`config.mk`:
```
export PLATFORM = sky130hd
export DESIGN_NAME = block_color_distance
export DESIGN_NICKNAME = d
export VERILOG_FILES = /design/src/rtl/core/bcd_pkg.sv /design/src/rtl/core/block_color_distance.sv
export VERILOG_INCLUDE_DIRS = /design/src /design/src/rtl/core
export SDC_FILE = /design/constraint.sdc
export NUM_CORES = 2
export LEC_CHECK = 0
export BUFFER_PORTS_ARGS = -buffer_cell sky130_fd_sc_hd__buf_2
export CAP_MARGIN = 10
export CELL_PAD_IN_SITES_DETAIL_PLACEMENT = 1
export CELL_PAD_IN_SITES_GLOBAL_PLACEMENT = 2
export CORE_ASPECT_RATIO = 1.75
export CORE_UTILIZATION = 38
export CTS_BUF_LIST = sky130_fd_sc_hd__clkbuf_8
export CTS_CLUSTER_SIZE = 40
export DETAILED_ROUTE_END_ITERATION = 12
export PLACE_DENSITY = 0.91
export SYNTH_ARGS = -nofsm -noshare
export SYNTH_HDL_FRONTEND = slang
export SYNTH_SLANG_ARGS = --single-unit
```
`constraint.sdc`:
```
create_clock -name clk -period 12 [get_ports clk]
set_input_delay 1.2 -clock clk [delete_from_list [all_inputs] [get_ports clk]]
set_output_delay 1.2 -clock clk [all_outputs]
set_load 0.01 [all_outputs]
```
`src/rtl/core/block_color_distance_assert.svh`:
```
// ---------------------------------------------------------------------------
// block_color_distance assertion macros
// Clocked, reset-qualified implication checks shared by the RTL.
// ---------------------------------------------------------------------------
`ifndef BLOCK_COLOR_DISTANCE_ASSERT_SVH
`define BLOCK_COLOR_DISTANCE_ASSERT_SVH

// same-cycle implication
`define BCD_ASSERT_IMPLY(lbl, ante, cons, msg) \
    lbl: assert property (@(posedge clk) disable iff (!rst_n) (ante) |-> (cons)) \
        else $error(msg);

// next-cycle implication
`define BCD_ASSERT_NEXT(lbl, ante, cons, msg) \
    lbl: assert property (@(posedge clk) disable iff (!rst_n) (ante) |=> (cons)) \
        else $error(msg);

`endif

```
`src/rtl/core/bcd_pkg.sv`:
```
// ---------------------------------------------------------------------------
// bcd_pkg
// Widths, limits, register map and reset values of the color distance block.
// ---------------------------------------------------------------------------
package bcd_pkg;

    localparam int MAX_BLOCK_PIXELS = 4096;
    localparam int CNT_W            = $clog2(MAX_BLOCK_PIXELS + 1);

    localparam int CH_W     = 16;
    localparam int WT_W     = 16;
    localparam int WD_SHIFT = 14;
    localparam int MUL_W    = 18;
    localparam int PROD_W   = 2 * MUL_W;
    localparam int SUM_W    = 50;
    localparam int SQRT_TOP = ((SUM_W - 1) / 2) * 2;
    localparam int DIST_W   = 32;
    localparam int PIX_W    = 13;
    localparam int ADDR_W   = 5;
    localparam int DATA_W   = 32;

    localparam logic [1:0] LAST_CH = 2'd2;

    localparam logic [CH_W:0] HUE_TURN = (CH_W + 1)'(1) << CH_W;
    localparam logic [CH_W-1:0] HUE_HALF = CH_W'(1) << (CH_W - 1);

    localparam logic [WT_W-1:0] WEIGHT_C0_RST = WT_W'(4915);
    localparam logic [WT_W-1:0] WEIGHT_C1_RST = WT_W'(9667);
    localparam logic [WT_W-1:0] WEIGHT_C2_RST = WT_W'(1802);

    typedef enum logic [2:0] {
        REG_COLOR_SPACE = 3'd0,
        REG_NORM_KIND   = 3'd1,
        REG_WEIGHT_C0   = 3'd2,
        REG_WEIGHT_C1   = 3'd3,
        REG_WEIGHT_C2   = 3'd4
    } reg_idx_t;

    typedef enum logic {
        SPACE_RGB = 1'b0,
        SPACE_HSV = 1'b1
    } color_space_t;

    typedef enum logic {
        NORM_L1 = 1'b0,
        NORM_L2 = 1'b1
    } norm_kind_t;

endpackage

```
`src/rtl/core/block_color_distance.sv`:
```
// ---------------------------------------------------------------------------
// block_color_distance
// Weighted L1 / L2 color distance accumulated over a block of pixel pairs.
// ---------------------------------------------------------------------------
//  channel  direction  handshake             payload
//  in       slave      in_valid / in_stall   a_ch0..2, b_ch0..2, last_pixel
//  out      master     out_valid / out_stall distance, pixel_count, overflow
//  cfg      slave      APB psel / penable    paddr, pwdata, prdata
//
//  One 18x18 multiplier is shared: it weighs each channel and, in L2, squares
//  the weighed value, one channel after another. A pair beyond the block
//  bound is dropped without entering the multiplier. The last pair adds an
//  emit step, and in L2 also the bit-pair square root loop ahead of it.
//  Reset clears the sum, the count and the drop flag and loads the default
//  weights. in_stall is high whenever the sequencer is busy; a full output
//  register with out_stall high holds the sequencer at the emit step.
// ---------------------------------------------------------------------------
module block_color_distance (
    input  logic                         clk,
    input  logic                         rst_n,

    input  logic                         in_valid,
    output logic                         in_stall,
    input  logic [bcd_pkg::CH_W-1:0]     a_ch0,
    input  logic [bcd_pkg::CH_W-1:0]     a_ch1,
    input  logic [bcd_pkg::CH_W-1:0]     a_ch2,
    input  logic [bcd_pkg::CH_W-1:0]     b_ch0,
    input  logic [bcd_pkg::CH_W-1:0]     b_ch1,
    input  logic [bcd_pkg::CH_W-1:0]     b_ch2,
    input  logic                         last_pixel,

    output logic                         out_valid,
    input  logic                         out_stall,
    output logic [bcd_pkg::DIST_W-1:0]   distance,
    output logic [bcd_pkg::PIX_W-1:0]    pixel_count,
    output logic                         overflow,

    input  logic                         psel,
    input  logic                         penable,
    input  logic                         pwrite,
    input  logic [bcd_pkg::ADDR_W-1:0]   paddr,
    input  logic [bcd_pkg::DATA_W-1:0]   pwdata,
    output logic [bcd_pkg::DATA_W-1:0]   prdata,
    output logic                         pready
);

    typedef enum logic [2:0] {
        ST_IDLE,
        ST_WEIGH,
        ST_SQUARE,
        ST_ACC,
        ST_SQRT,
        ST_EMIT
    } state_t;

    state_t                            state_reg;

    bcd_pkg::color_space_t             color_space_reg;
    bcd_pkg::norm_kind_t               norm_kind_reg;
    logic [bcd_pkg::WT_W-1:0]          weight_c0_reg;
    logic [bcd_pkg::WT_W-1:0]          weight_c1_reg;
    logic [bcd_pkg::WT_W-1:0]          weight_c2_reg;

    logic [bcd_pkg::CH_W-1:0]          a0_reg, a1_reg, a2_reg;
    logic [bcd_pkg::CH_W-1:0]          b0_reg, b1_reg, b2_reg;
    logic                              last_reg;
    logic [1:0]                        ch_reg;
    logic [bcd_pkg::PROD_W-1:0]        prod_reg;

    logic [bcd_pkg::SUM_W-1:0]         sum_reg;
    logic [bcd_pkg::CNT_W-1:0]         pairs_reg;
    logic                              dropped_reg;
    logic [bcd_pkg::SUM_W-1:0]         root_reg;
    logic [bcd_pkg::SUM_W-1:0]         bit_reg;

    logic                              out_valid_reg;
    logic [bcd_pkg::DIST_W-1:0]        distance_reg;
    logic [bcd_pkg::PIX_W-1:0]         pixel_count_reg;
    logic                              overflow_reg;

    logic [bcd_pkg::CH_W-1:0]          a_sel, b_sel, abs_d, chan_d;
    logic [bcd_pkg::WT_W-1:0]          w_sel;
    logic [bcd_pkg::MUL_W-1:0]         wd;
    logic [bcd_pkg::MUL_W-1:0]         mul_a, mul_b;
    logic [bcd_pkg::PROD_W-1:0]        prod_next;
    logic [bcd_pkg::PROD_W-1:0]        term;
    logic [bcd_pkg::SUM_W:0]           sum_add;
    logic [bcd_pkg::SUM_W-1:0]         sum_next;
    logic [bcd_pkg::SUM_W:0]           trial;
    logic                              trial_ge;
    logic [bcd_pkg::SUM_W-1:0]         rem_next;
    logic [bcd_pkg::SUM_W-1:0]         root_next;
    logic [bcd_pkg::DIST_W-1:0]        dist_next;
    state_t                            finish_state;
    logic                              in_take;
    logic                              emit_ok;
    logic                              cfg_wr;
    bcd_pkg::reg_idx_t                 cfg_idx;

    assign in_stall    = (state_reg != ST_IDLE);
    assign in_take     = in_valid && !in_stall;
    assign out_valid   = out_valid_reg;
    assign distance    = distance_reg;
    assign pixel_count = pixel_count_reg;
    assign overflow    = overflow_reg;
    assign pready      = 1'b1;
    assign emit_ok     = !out_valid_reg || !out_stall;

    assign cfg_wr  = psel && penable && pwrite && pready;
    assign cfg_idx = bcd_pkg::reg_idx_t'(paddr[bcd_pkg::ADDR_W-1:2]);

    always_comb
    begin
        case (cfg_idx)
            bcd_pkg::REG_COLOR_SPACE: prdata = bcd_pkg::DATA_W'(color_space_reg);
            bcd_pkg::REG_NORM_KIND:   prdata = bcd_pkg::DATA_W'(norm_kind_reg);
            bcd_pkg::REG_WEIGHT_C0:   prdata = bcd_pkg::DATA_W'(weight_c0_reg);
            bcd_pkg::REG_WEIGHT_C1:   prdata = bcd_pkg::DATA_W'(weight_c1_reg);
            bcd_pkg::REG_WEIGHT_C2:   prdata = bcd_pkg::DATA_W'(weight_c2_reg);
            default:                  prdata = '0;
        endcase
    end

    // channel difference and weight select
    always_comb
    begin
        case (ch_reg)
            2'd0:
            begin
                a_sel = a0_reg;
                b_sel = b0_reg;
                w_sel = weight_c0_reg;
            end
            2'd1:
            begin
                a_sel = a1_reg;
                b_sel = b1_reg;
                w_sel = weight_c1_reg;
            end
            default:
            begin
                a_sel = a2_reg;
                b_sel = b2_reg;
                w_sel = weight_c2_reg;
            end
        endcase
        abs_d = (a_sel >= b_sel) ? (a_sel - b_sel) : (b_sel - a_sel);
        if (ch_reg == 2'd0 && color_space_reg == bcd_pkg::SPACE_HSV
            && abs_d > bcd_pkg::HUE_HALF)
        begin
            chan_d = bcd_pkg::CH_W'(bcd_pkg::HUE_TURN - {1'b0, abs_d});
        end
        else
        begin
            chan_d = abs_d;
        end
    end

    // shared multiplier
    assign wd = prod_reg[bcd_pkg::WD_SHIFT +: bcd_pkg::MUL_W];

    always_comb
    begin
        if (state_reg == ST_SQUARE)
        begin
            mul_a = wd;
            mul_b = wd;
        end
        else
        begin
            mul_a = bcd_pkg::MUL_W'(chan_d);
            mul_b = bcd_pkg::MUL_W'(w_sel);
        end
        prod_next = mul_a * mul_b;
    end

    // saturating accumulate
    always_comb
    begin
        term     = (norm_kind_reg == bcd_pkg::NORM_L2) ? prod_reg
                                                       : bcd_pkg::PROD_W'(wd);
        sum_add  = {1'b0, sum_reg} + (bcd_pkg::SUM_W + 1)'(term);
        sum_next = sum_add[bcd_pkg::SUM_W] ? '1 : sum_add[bcd_pkg::SUM_W-1:0];
    end

    // one square root step, remainder lives in sum_reg
    always_comb
    begin
        trial     = {1'b0, root_reg} + {1'b0, bit_reg};
        trial_ge  = ({1'b0, sum_reg} >= trial);
        rem_next  = trial_ge ? (sum_reg - trial[bcd_pkg::SUM_W-1:0]) : sum_reg;
        root_next = trial_ge ? ((root_reg >> 1) + bit_reg) : (root_reg >> 1);
    end

    always_comb
    begin
        if (norm_kind_reg == bcd_pkg::NORM_L2)
        begin
            dist_next    = root_reg[bcd_pkg::DIST_W-1:0];
            finish_state = ST_SQRT;
        end
        else
        begin
            dist_next    = (|sum_reg[bcd_pkg::SUM_W-1:bcd_pkg::DIST_W])
                           ? '1 : sum_reg[bcd_pkg::DIST_W-1:0];
            finish_state = ST_EMIT;
        end
    end

    always_ff @(posedge clk or negedge rst_n)
    begin
        if (!rst_n)
        begin
            state_reg       <= ST_IDLE;
            color_space_reg <= bcd_pkg::SPACE_RGB;
            norm_kind_reg   <= bcd_pkg::NORM_L1;
            weight_c0_reg   <= bcd_pkg::WEIGHT_C0_RST;
            weight_c1_reg   <= bcd_pkg::WEIGHT_C1_RST;
            weight_c2_reg   <= bcd_pkg::WEIGHT_C2_RST;
            a0_reg          <= '0;
            a1_reg          <= '0;
            a2_reg          <= '0;
            b0_reg          <= '0;
            b1_reg          <= '0;
            b2_reg          <= '0;
            last_reg        <= 1'b0;
            ch_reg          <= '0;
            prod_reg        <= '0;
            sum_reg         <= '0;
            pairs_reg       <= '0;
            dropped_reg     <= 1'b0;
            root_reg        <= '0;
            bit_reg         <= '0;
            out_valid_reg   <= 1'b0;
            distance_reg    <= '0;
            pixel_count_reg <= '0;
            overflow_reg    <= 1'b0;
        end
        else
        begin
            if (cfg_wr)
            begin
                case (cfg_idx)
                    bcd_pkg::REG_COLOR_SPACE:
                        color_space_reg <= bcd_pkg::color_space_t'(pwdata[0]);
                    bcd_pkg::REG_NORM_KIND:
                        norm_kind_reg <= bcd_pkg::norm_kind_t'(pwdata[0]);
                    bcd_pkg::REG_WEIGHT_C0:
                        weight_c0_reg <= pwdata[bcd_pkg::WT_W-1:0];
                    bcd_pkg::REG_WEIGHT_C1:
                        weight_c1_reg <= pwdata[bcd_pkg::WT_W-1:0];
                    bcd_pkg::REG_WEIGHT_C2:
                        weight_c2_reg <= pwdata[bcd_pkg::WT_W-1:0];
                    default:
                    begin
                    end
                endcase
            end

            if (out_valid_reg && !out_stall && state_reg != ST_EMIT)
            begin
                out_valid_reg <= 1'b0;
            end

            case (state_reg)
                ST_IDLE:
                begin
                    if (in_take)
                    begin
                        a0_reg   <= a_ch0;
                        a1_reg   <= a_ch1;
                        a2_reg   <= a_ch2;
                        b0_reg   <= b_ch0;
                        b1_reg   <= b_ch1;
                        b2_reg   <= b_ch2;
                        last_reg <= last_pixel;
                        ch_reg   <= '0;
                        root_reg <= '0;
                        bit_reg  <= bcd_pkg::SUM_W'(1) << bcd_pkg::SQRT_TOP;
                        if (pairs_reg >= bcd_pkg::CNT_W'(bcd_pkg::MAX_BLOCK_PIXELS))
                        begin
                            dropped_reg <= 1'b1;
                            state_reg   <= last_pixel ? finish_state : ST_IDLE;
                        end
                        else
                        begin
                            state_reg <= ST_WEIGH;
                        end
                    end
                end
                ST_WEIGH:
                begin
                    prod_reg  <= prod_next;
                    state_reg <= (norm_kind_reg == bcd_pkg::NORM_L2) ? ST_SQUARE
                                                                     : ST_ACC;
                end
                ST_SQUARE:
                begin
                    prod_reg  <= prod_next;
                    state_reg <= ST_ACC;
                end
                ST_ACC:
                begin
                    sum_reg <= sum_next;
                    if (ch_reg == bcd_pkg::LAST_CH)
                    begin
                        pairs_reg <= pairs_reg + 1'b1;
                        state_reg <= last_reg ? finish_state : ST_IDLE;
                    end
                    else
                    begin
                        ch_reg    <= ch_reg + 1'b1;
                        state_reg <= ST_WEIGH;
                    end
                end
                ST_SQRT:
                begin
                    sum_reg  <= rem_next;
                    root_reg <= root_next;
                    bit_reg  <= bit_reg >> 2;
                    if (bit_reg[0])
                    begin
                        state_reg <= ST_EMIT;
                    end
                end
                ST_EMIT:
                begin
                    if (emit_ok)
                    begin
                        out_valid_reg   <= 1'b1;
                        distance_reg    <= dist_next;
                        pixel_count_reg <= bcd_pkg::PIX_W'(pairs_reg);
                        overflow_reg    <= dropped_reg;
                        sum_reg         <= '0;
                        pairs_reg       <= '0;
                        dropped_reg     <= 1'b0;
                        state_reg       <= ST_IDLE;
                    end
                end
                default:
                begin
                    state_reg <= ST_IDLE;
                end
            endcase
        end
    end

`include "block_color_distance_assert.svh"

    `BCD_ASSERT_IMPLY(a_pairs_bound, 1'b1,
        pairs_reg <= bcd_pkg::CNT_W'(bcd_pkg::MAX_BLOCK_PIXELS),
        "pair count beyond block bound")
    `BCD_ASSERT_IMPLY(a_sqrt_bit, state_reg == ST_SQRT, $onehot(bit_reg),
        "square root bit not one-hot")
    `BCD_ASSERT_IMPLY(a_out_rise, $rose(out_valid_reg), $past(state_reg) == ST_EMIT,
        "result appeared outside emit step")
    `BCD_ASSERT_IMPLY(a_drop_count, out_valid_reg && overflow_reg,
        pixel_count_reg == bcd_pkg::PIX_W'(bcd_pkg::MAX_BLOCK_PIXELS),
        "overflow flagged on a short block")
    `BCD_ASSERT_NEXT(a_emit_clears, state_reg == ST_EMIT && emit_ok,
        pairs_reg == '0 && !dropped_reg && sum_reg == '0,
        "accumulators not cleared after emit")

endmodule

```
# Word-level counts from Yosys, hierarchy flattened
# Cells that the tools add are included.
[totals]
reg_bits = 399
latchBits = 0
mem_bits_rw = 0
rom_bits = 0
input_bits = 141
out_inout_bits = 81
mem_count = 0
[classes]
addsub = 9
n_mul = 1
div_mod_pow = 0
order_cmp = 4
eq_ne = 19
shifts = 0
mux = 43
bitwise_logic = 0
n_reduce_logical = 35
[op_table]
columns = ["operator", "count"]
rows = [
  ["$mux 50", 6],
  ["$pmux 50 s2", 2],
  ["$pmux 50 s3", 1],
  ["$pmux 16 s2", 3],
  ["$pmux 16 s5", 1],
  ["$mux 32", 2],
  ["$add 50x36->51", 1],
  ["$add 50x50->51", 1],
  ["$ge 50x51->1", 1],
  ["$add 49x50->50", 1],
  ["$sub 50x50->50", 1],
  ["$mul 18x18->36", 1],
  ["$mux 18", 2],
  ["$mux 36", 1],
  ["$mux 16", 2],
  ["$sub 16x16->16", 2],
  ["$mux 13", 2],
  ["$pmux 13 s2", 1],
  ["$mux 3", 7],
  ["$pmux 3 s6", 1],
  ["$reduce_or 18->1", 1],
  ["$ge 16x16->1", 1],
  ["$gt 16x16->1 const B", 1],
  ["$reduce_and 2->1", 8],
  ["25 further kinds", 61],
]

# Logic depth before layout (Yosys ltp)
[logic_depth]
ltp_word = 9
ltp_mapped = 47
ltp_nobuf = 42

# Least setup slack after synthesis
# No wires, ideal clock.
[synth_path]
path_type = "register to register"
start = "register ch_reg[0]"
end = "register prod_reg[35] in the netlist's numbering"
setup_ns = 0.129
arrival_ns = 10.653
t_required_ns = 11.871
path_slack_ns = 1.218
path_stages_with_launch = 46
n_path_buf = 5
period_less_slack_ns = 10.782
path_cell_list = "dfrtp_1 -> inv_1 -> ha_1 -> nor2_1 -> clkbuf_1 -> clkbuf_1 -> buf_1 -> a21o_1 -> inv_1 -> ha_1 -> fa_1 -> nand3b_1 -> nand2_1 -> o2111a_1 -> nor2_4 -> mux2_2 -> ha_1 -> inv_1 -> (+10 left out) -> fa_1 -> fa_1 -> inv_1 -> fa_1 -> inv_1 -> ha_1 -> clkbuf_1 -> and3_1 -> a221o_1 -> a211oi_1 -> nor2_1 -> or3_1 -> o221a_2 -> nor3_1 -> o21ai_0 -> a31oi_1 -> xnor2_1 -> o21ai_1"
[synth_between]
elab_chain_cells = 9
elab_cells_between_ends = 17
cone_classes = "add/sub: 3; mul: 1; order compare: 2; eq/ne: 1; mux: 7; reduce/logical: 3"
[synth_lines]
columns = ["item", "line", "source"]
rows = [
  ["from (decl)", "block_color_distance.sv:67", "logic [1:0] ch_reg;"],
  ["from (signal assigned)", "block_color_distance.sv:312", "ch_reg <= ch_reg + 1'b1;"],
  ["$eq 2x1->1 or $logic_not 2->1 (tied branches)", "block_color_distance.sv:127, block_color_distance.sv:148", ""],
  ["$pmux 16 s2", "block_color_distance.sv:127", "case (ch_reg)"],
  ["$sub 16x16->16 or $ge 16x16->1 (tied branches)", "block_color_distance.sv:147", "abs_d = (a_sel >= b_sel) ? (a_sel - b_sel) : (b_sel - a_sel);"],
  ["$mux 16", "block_color_distance.sv:147", ""],
  ["$gt 16x16->1", "block_color_distance.sv:149", "&& abs_d > bcd_pkg::HUE_HALF)"],
  ["$logic_and 1x1->1", "block_color_distance.sv:149", ""],
  ["$mux 16", "block_color_distance.sv:148", "if (ch_reg == 2'd0 && color_space_reg == bcd_pkg::SPACE_HSV"],
  ["$mux 18", "block_color_distance.sv:164", "if (state_reg == ST_SQUARE)"],
  ["$mul 18x18->36 *", "block_color_distance.sv:174", "prod_next = mul_a * mul_b;"],
  ["to (signal assigned)", "block_color_distance.sv:293", "prod_reg <= prod_next;"],
  ["to (signal assigned)", "block_color_distance.sv:299", "prod_reg <= prod_next;"],
  ["to (decl)", "block_color_distance.sv:68", "logic [bcd_pkg::PROD_W-1:0] prod_reg;"],
]
# Every way passes the cells marked *; elsewhere a longest branch is shown, timed or not.
# A chain may end at the register's enable or synchronous reset.

# Final worst setup path
[layout_path]
start = "register ch_reg[1]"
end = "register prod_reg[33] in the netlist's numbering"
# The elaborated chain is that of the path after synthesis.

==> results.py <==
metrics = {
    "status": {
        "status": "finished clean",
    },
    "finish": {
        "synthToLayoutAreaGrowth_pct": 10.7,
        "layout.nets": 5253,
        "register_area_sq_mm": 0.00938,
        "layout_commonest_cell": "nand2_1",
        "mostFrequentLayoutCells": "nand2_1 (545), inv_1 (424), dfrtp_1 (355)",
        "fillCellCount": 12050,
        "stdcell_count": 5963,
        "fin_area_sq_mm": 0.0426,
        "multi_input_area_sq_mm": 0.0266,
        "drive_gt1_share_pct": 15.3,
    },
    "synth": {
        "synth_edf_count": 0,
        "yosysTopAreaCellShare_pct": 23.1,
        "avgSynthCellArea_sq_um": 8.70,
        "ys_ff_latch": 374,
        "synthSimpleGateAreaFrac_pct": 14.3,
        "synth_top_family_by_area": "adder cells",
        "synth_cell_types": 111,
        "ys_seq_area_share_pct": 24.4,
        "muxShareOfSynthArea_pct": 5.84,
        "synth_top_flop_cell": "dfrtp_1",
        "synth_fa_ha_area_share_pct": 22.6,
        "synth_top_cell_by_area": "dfrtp_1",
        "async_flop_share_pct": 100,
        "synth-compound-area-share_pct": 20.7,
        "synthCells": 4426,
        "synth_area_leaders": "dfrtp_1 (23%), fa_1 (13%), ha_1 (9.2%)",
        "synth_xor_area_share_pct": 5.21,
        "synth.yosys.warnings": 0,
        "syn_area_sq_mm": 0.0385,
    },
    "sta": {
        "skew_ns": 0.0612,
        "maxSlewHeadroom_pct": 18.4,
        "setup_viol": 0,
        "timing.final.crit_share_pct": 95.8,
        "worst_pin_slew_ns": 1.22,
        "tns_ns": 0,
        "fin_hold_ws_ns": 0.473,
        "final.min_clock_period_ns": 11.50,
        "rsz0062_at_grt": "false",
        "slew_viol_final": 0,
        "max_freq_mhz": 87.0,
        "hold_viol": 0,
    },
    "clock_tree": {
        "cts_buffers": 67,
        "clk_latency_ns": 0.77,
        "cts_setup_buffers": 0,
        "cts_tree": "yes",
        "cts-htree-levels": 3,
        "hold_buffers": 0,
        "cts_root_buffer": "clkbuf_8",
        "post_cts_resized": 0,
        "cts_buffer_depth": 3,
        "clock_sinks": 374,
        "clk_pin_slew_ns": 0.07,
    },
    "detailed_routing": {
        "drtPass1Iterations": 5,
        "ant_nets": 0,
        "via_per_inst": 5.75,
        "routedWlPerCell_microns": 24.0,
        "num_vias": 34265,
        "drc": 0,
        "drt_iter0_markers": 1484,
        "drt-total-wl_microns": 143000,
    },
    "floorplanning": {
        "rows": 154,
        "start_util_pct": 38.3,
        "pin_count": 222,
        "core_sq_mm": 0.101,
        "die_y_microns": 423,
        "dieArea_sq_mm": 0.103,
        "die_w_microns": 243,
    },
    "critical_path": {
        "max_stage_delay_ns": 0.55,
        "worst_setup_path_end_kind": "flip-flop",
        "startpoint_type": "flip-flop",
        "crit_slowest_cell": "fa_1",
        "crit_fanout": 17,
        "cp.arrival_ns": 12.10,
        "critPathMostFrequentCell": "fa_1",
        "worstSetupPathType": "reg -> reg",
        "required_ns": 12.61,
    },
    "global_routing": {
        "grt_usage_pct": 27.9,
        "met3_usage_pct": 3.70,
        "gr-max-usage-layer": "met2",
        "grt_pass1_vias": 37631,
        "grt_overflow": 0,
        "antenna_found_initial": 21,
        "met2_usage_pct": 52.6,
        "grt_pass1_wl_microns": 220000,
        "gr-usage-met1_pct": 27.2,
        "grt_max_degree": 134,
    },
    "placement": {
        "hpwl_microns": 112000,
        "placed_cell_area_sq_mm": 0.0412,
        "dp_cells": 5828,
        "port-buffer-count": 186,
        "gp_congestion": 0.998,
    },
    "worst_hold_path": {
        "min_path_type": "reg -> reg",
    },
    "run": {
        "drv_cap": 0,
    },
}
-- routing by layer --
layer / up-vias / share of wire (%)
met1: 17336 / 34
li1: 15609 / -
met4: 4 / 8.6
met5: - / 0.023
met2: 860 / 54
met3: 456 / 3.5
-- cell families after synthesis --
family	after synthesis
AO/OA/AOI/OAI	1224
XOR/XNOR	223
adder cells (fa/ha/maj)	541
buffers and inverters	664
flip-flops	374
multiplexers	202
other	2
AND/OR/NAND/NOR	1196
-- through the flow --
stage               utilization (%)  worst slack, ns
CTS                            42.3            0.429
floorplan                         -             1.22
global placement               41.0            0.666
finish                         42.4            0.504
detailed placement             41.0            0.510
global route                   42.4          0.00473
-- final timing paths --
check | start | endpoint | slack, ns | cells past startpoint
setup / recovery | ch_reg[1] | prod_reg[33] | 0.50 | 40
hold / removal | pixel_count[9] | pixel_count[9] | 0.47 | 2
setup reg to reg | ch_reg[1] | prod_reg[33] | 0.50 | 40
hold reg to reg | pixel_count[9] | pixel_count[9] | 0.47 | 2
max in group asynchronous | rst_n | pixel_count[9] | 9.17 | 3
min in group asynchronous | rst_n | a2_reg[15] | 0.58 | 1
-- final cells by class --
| class | instances | area share [%] |
|---|---|---|
| timing repair buffer | 315 | 4.68 |
| antenna | 17 | 0.0997 |
| clock buffer | 82 | 2.65 |
| inverter | 410 | 3.61 |
| sequential | 374 | 22.0 |
| clock inverter | 36 | 0.590 |
| multi-input combinational | 3403 | 62.5 |
| tap | 1326 | 3.89 |
-- cell usage after synthesis (10+ instances only) --
library cell,instances
a21o_1,86
buf_1,11
o21a_1,41
or3_1,15
ha_1,282
a211oi_1,20
a22o_1,82
nand2b_1,22
inv_1,406
a31o_2,15
fa_1,259
o22ai_1,62
a21oi_1,284
o31ai_1,17
buf_2,17
a22oi_1,55
mux2_2,168
a21boi_0,13
nand2_1,548
nor2_1,227
clkbuf_1,193
nor3_1,43
o211ai_1,22
xor2_1,100
mux2i_1,32
and2_1,78
dfrtp_1,355
dfstp_2,19
buf_4,22
nand3_1,63
or2_2,10
o21bai_1,28
o21ai_0,313
nor4_1,10
nand4_1,45
nor2b_1,40
xnor2_1,116
and3_1,54
a31oi_1,62
-- worst max-delay path, delay by kind of cell (launching register included) --
kind	cells	cell delay, ns
AO/OA/AOI/OAI	19	5.07
adder cells (fa/ha/maj)	9	4.01
buffers and inverters	7	0.84
AND/OR/NAND/NOR	4	0.83
flip-flops	1	0.40
XOR/XNOR	1	0.19
Power is not shown: default switching activity piles up to over one toggle a cycle in this logic, so the estimate is an artifact.
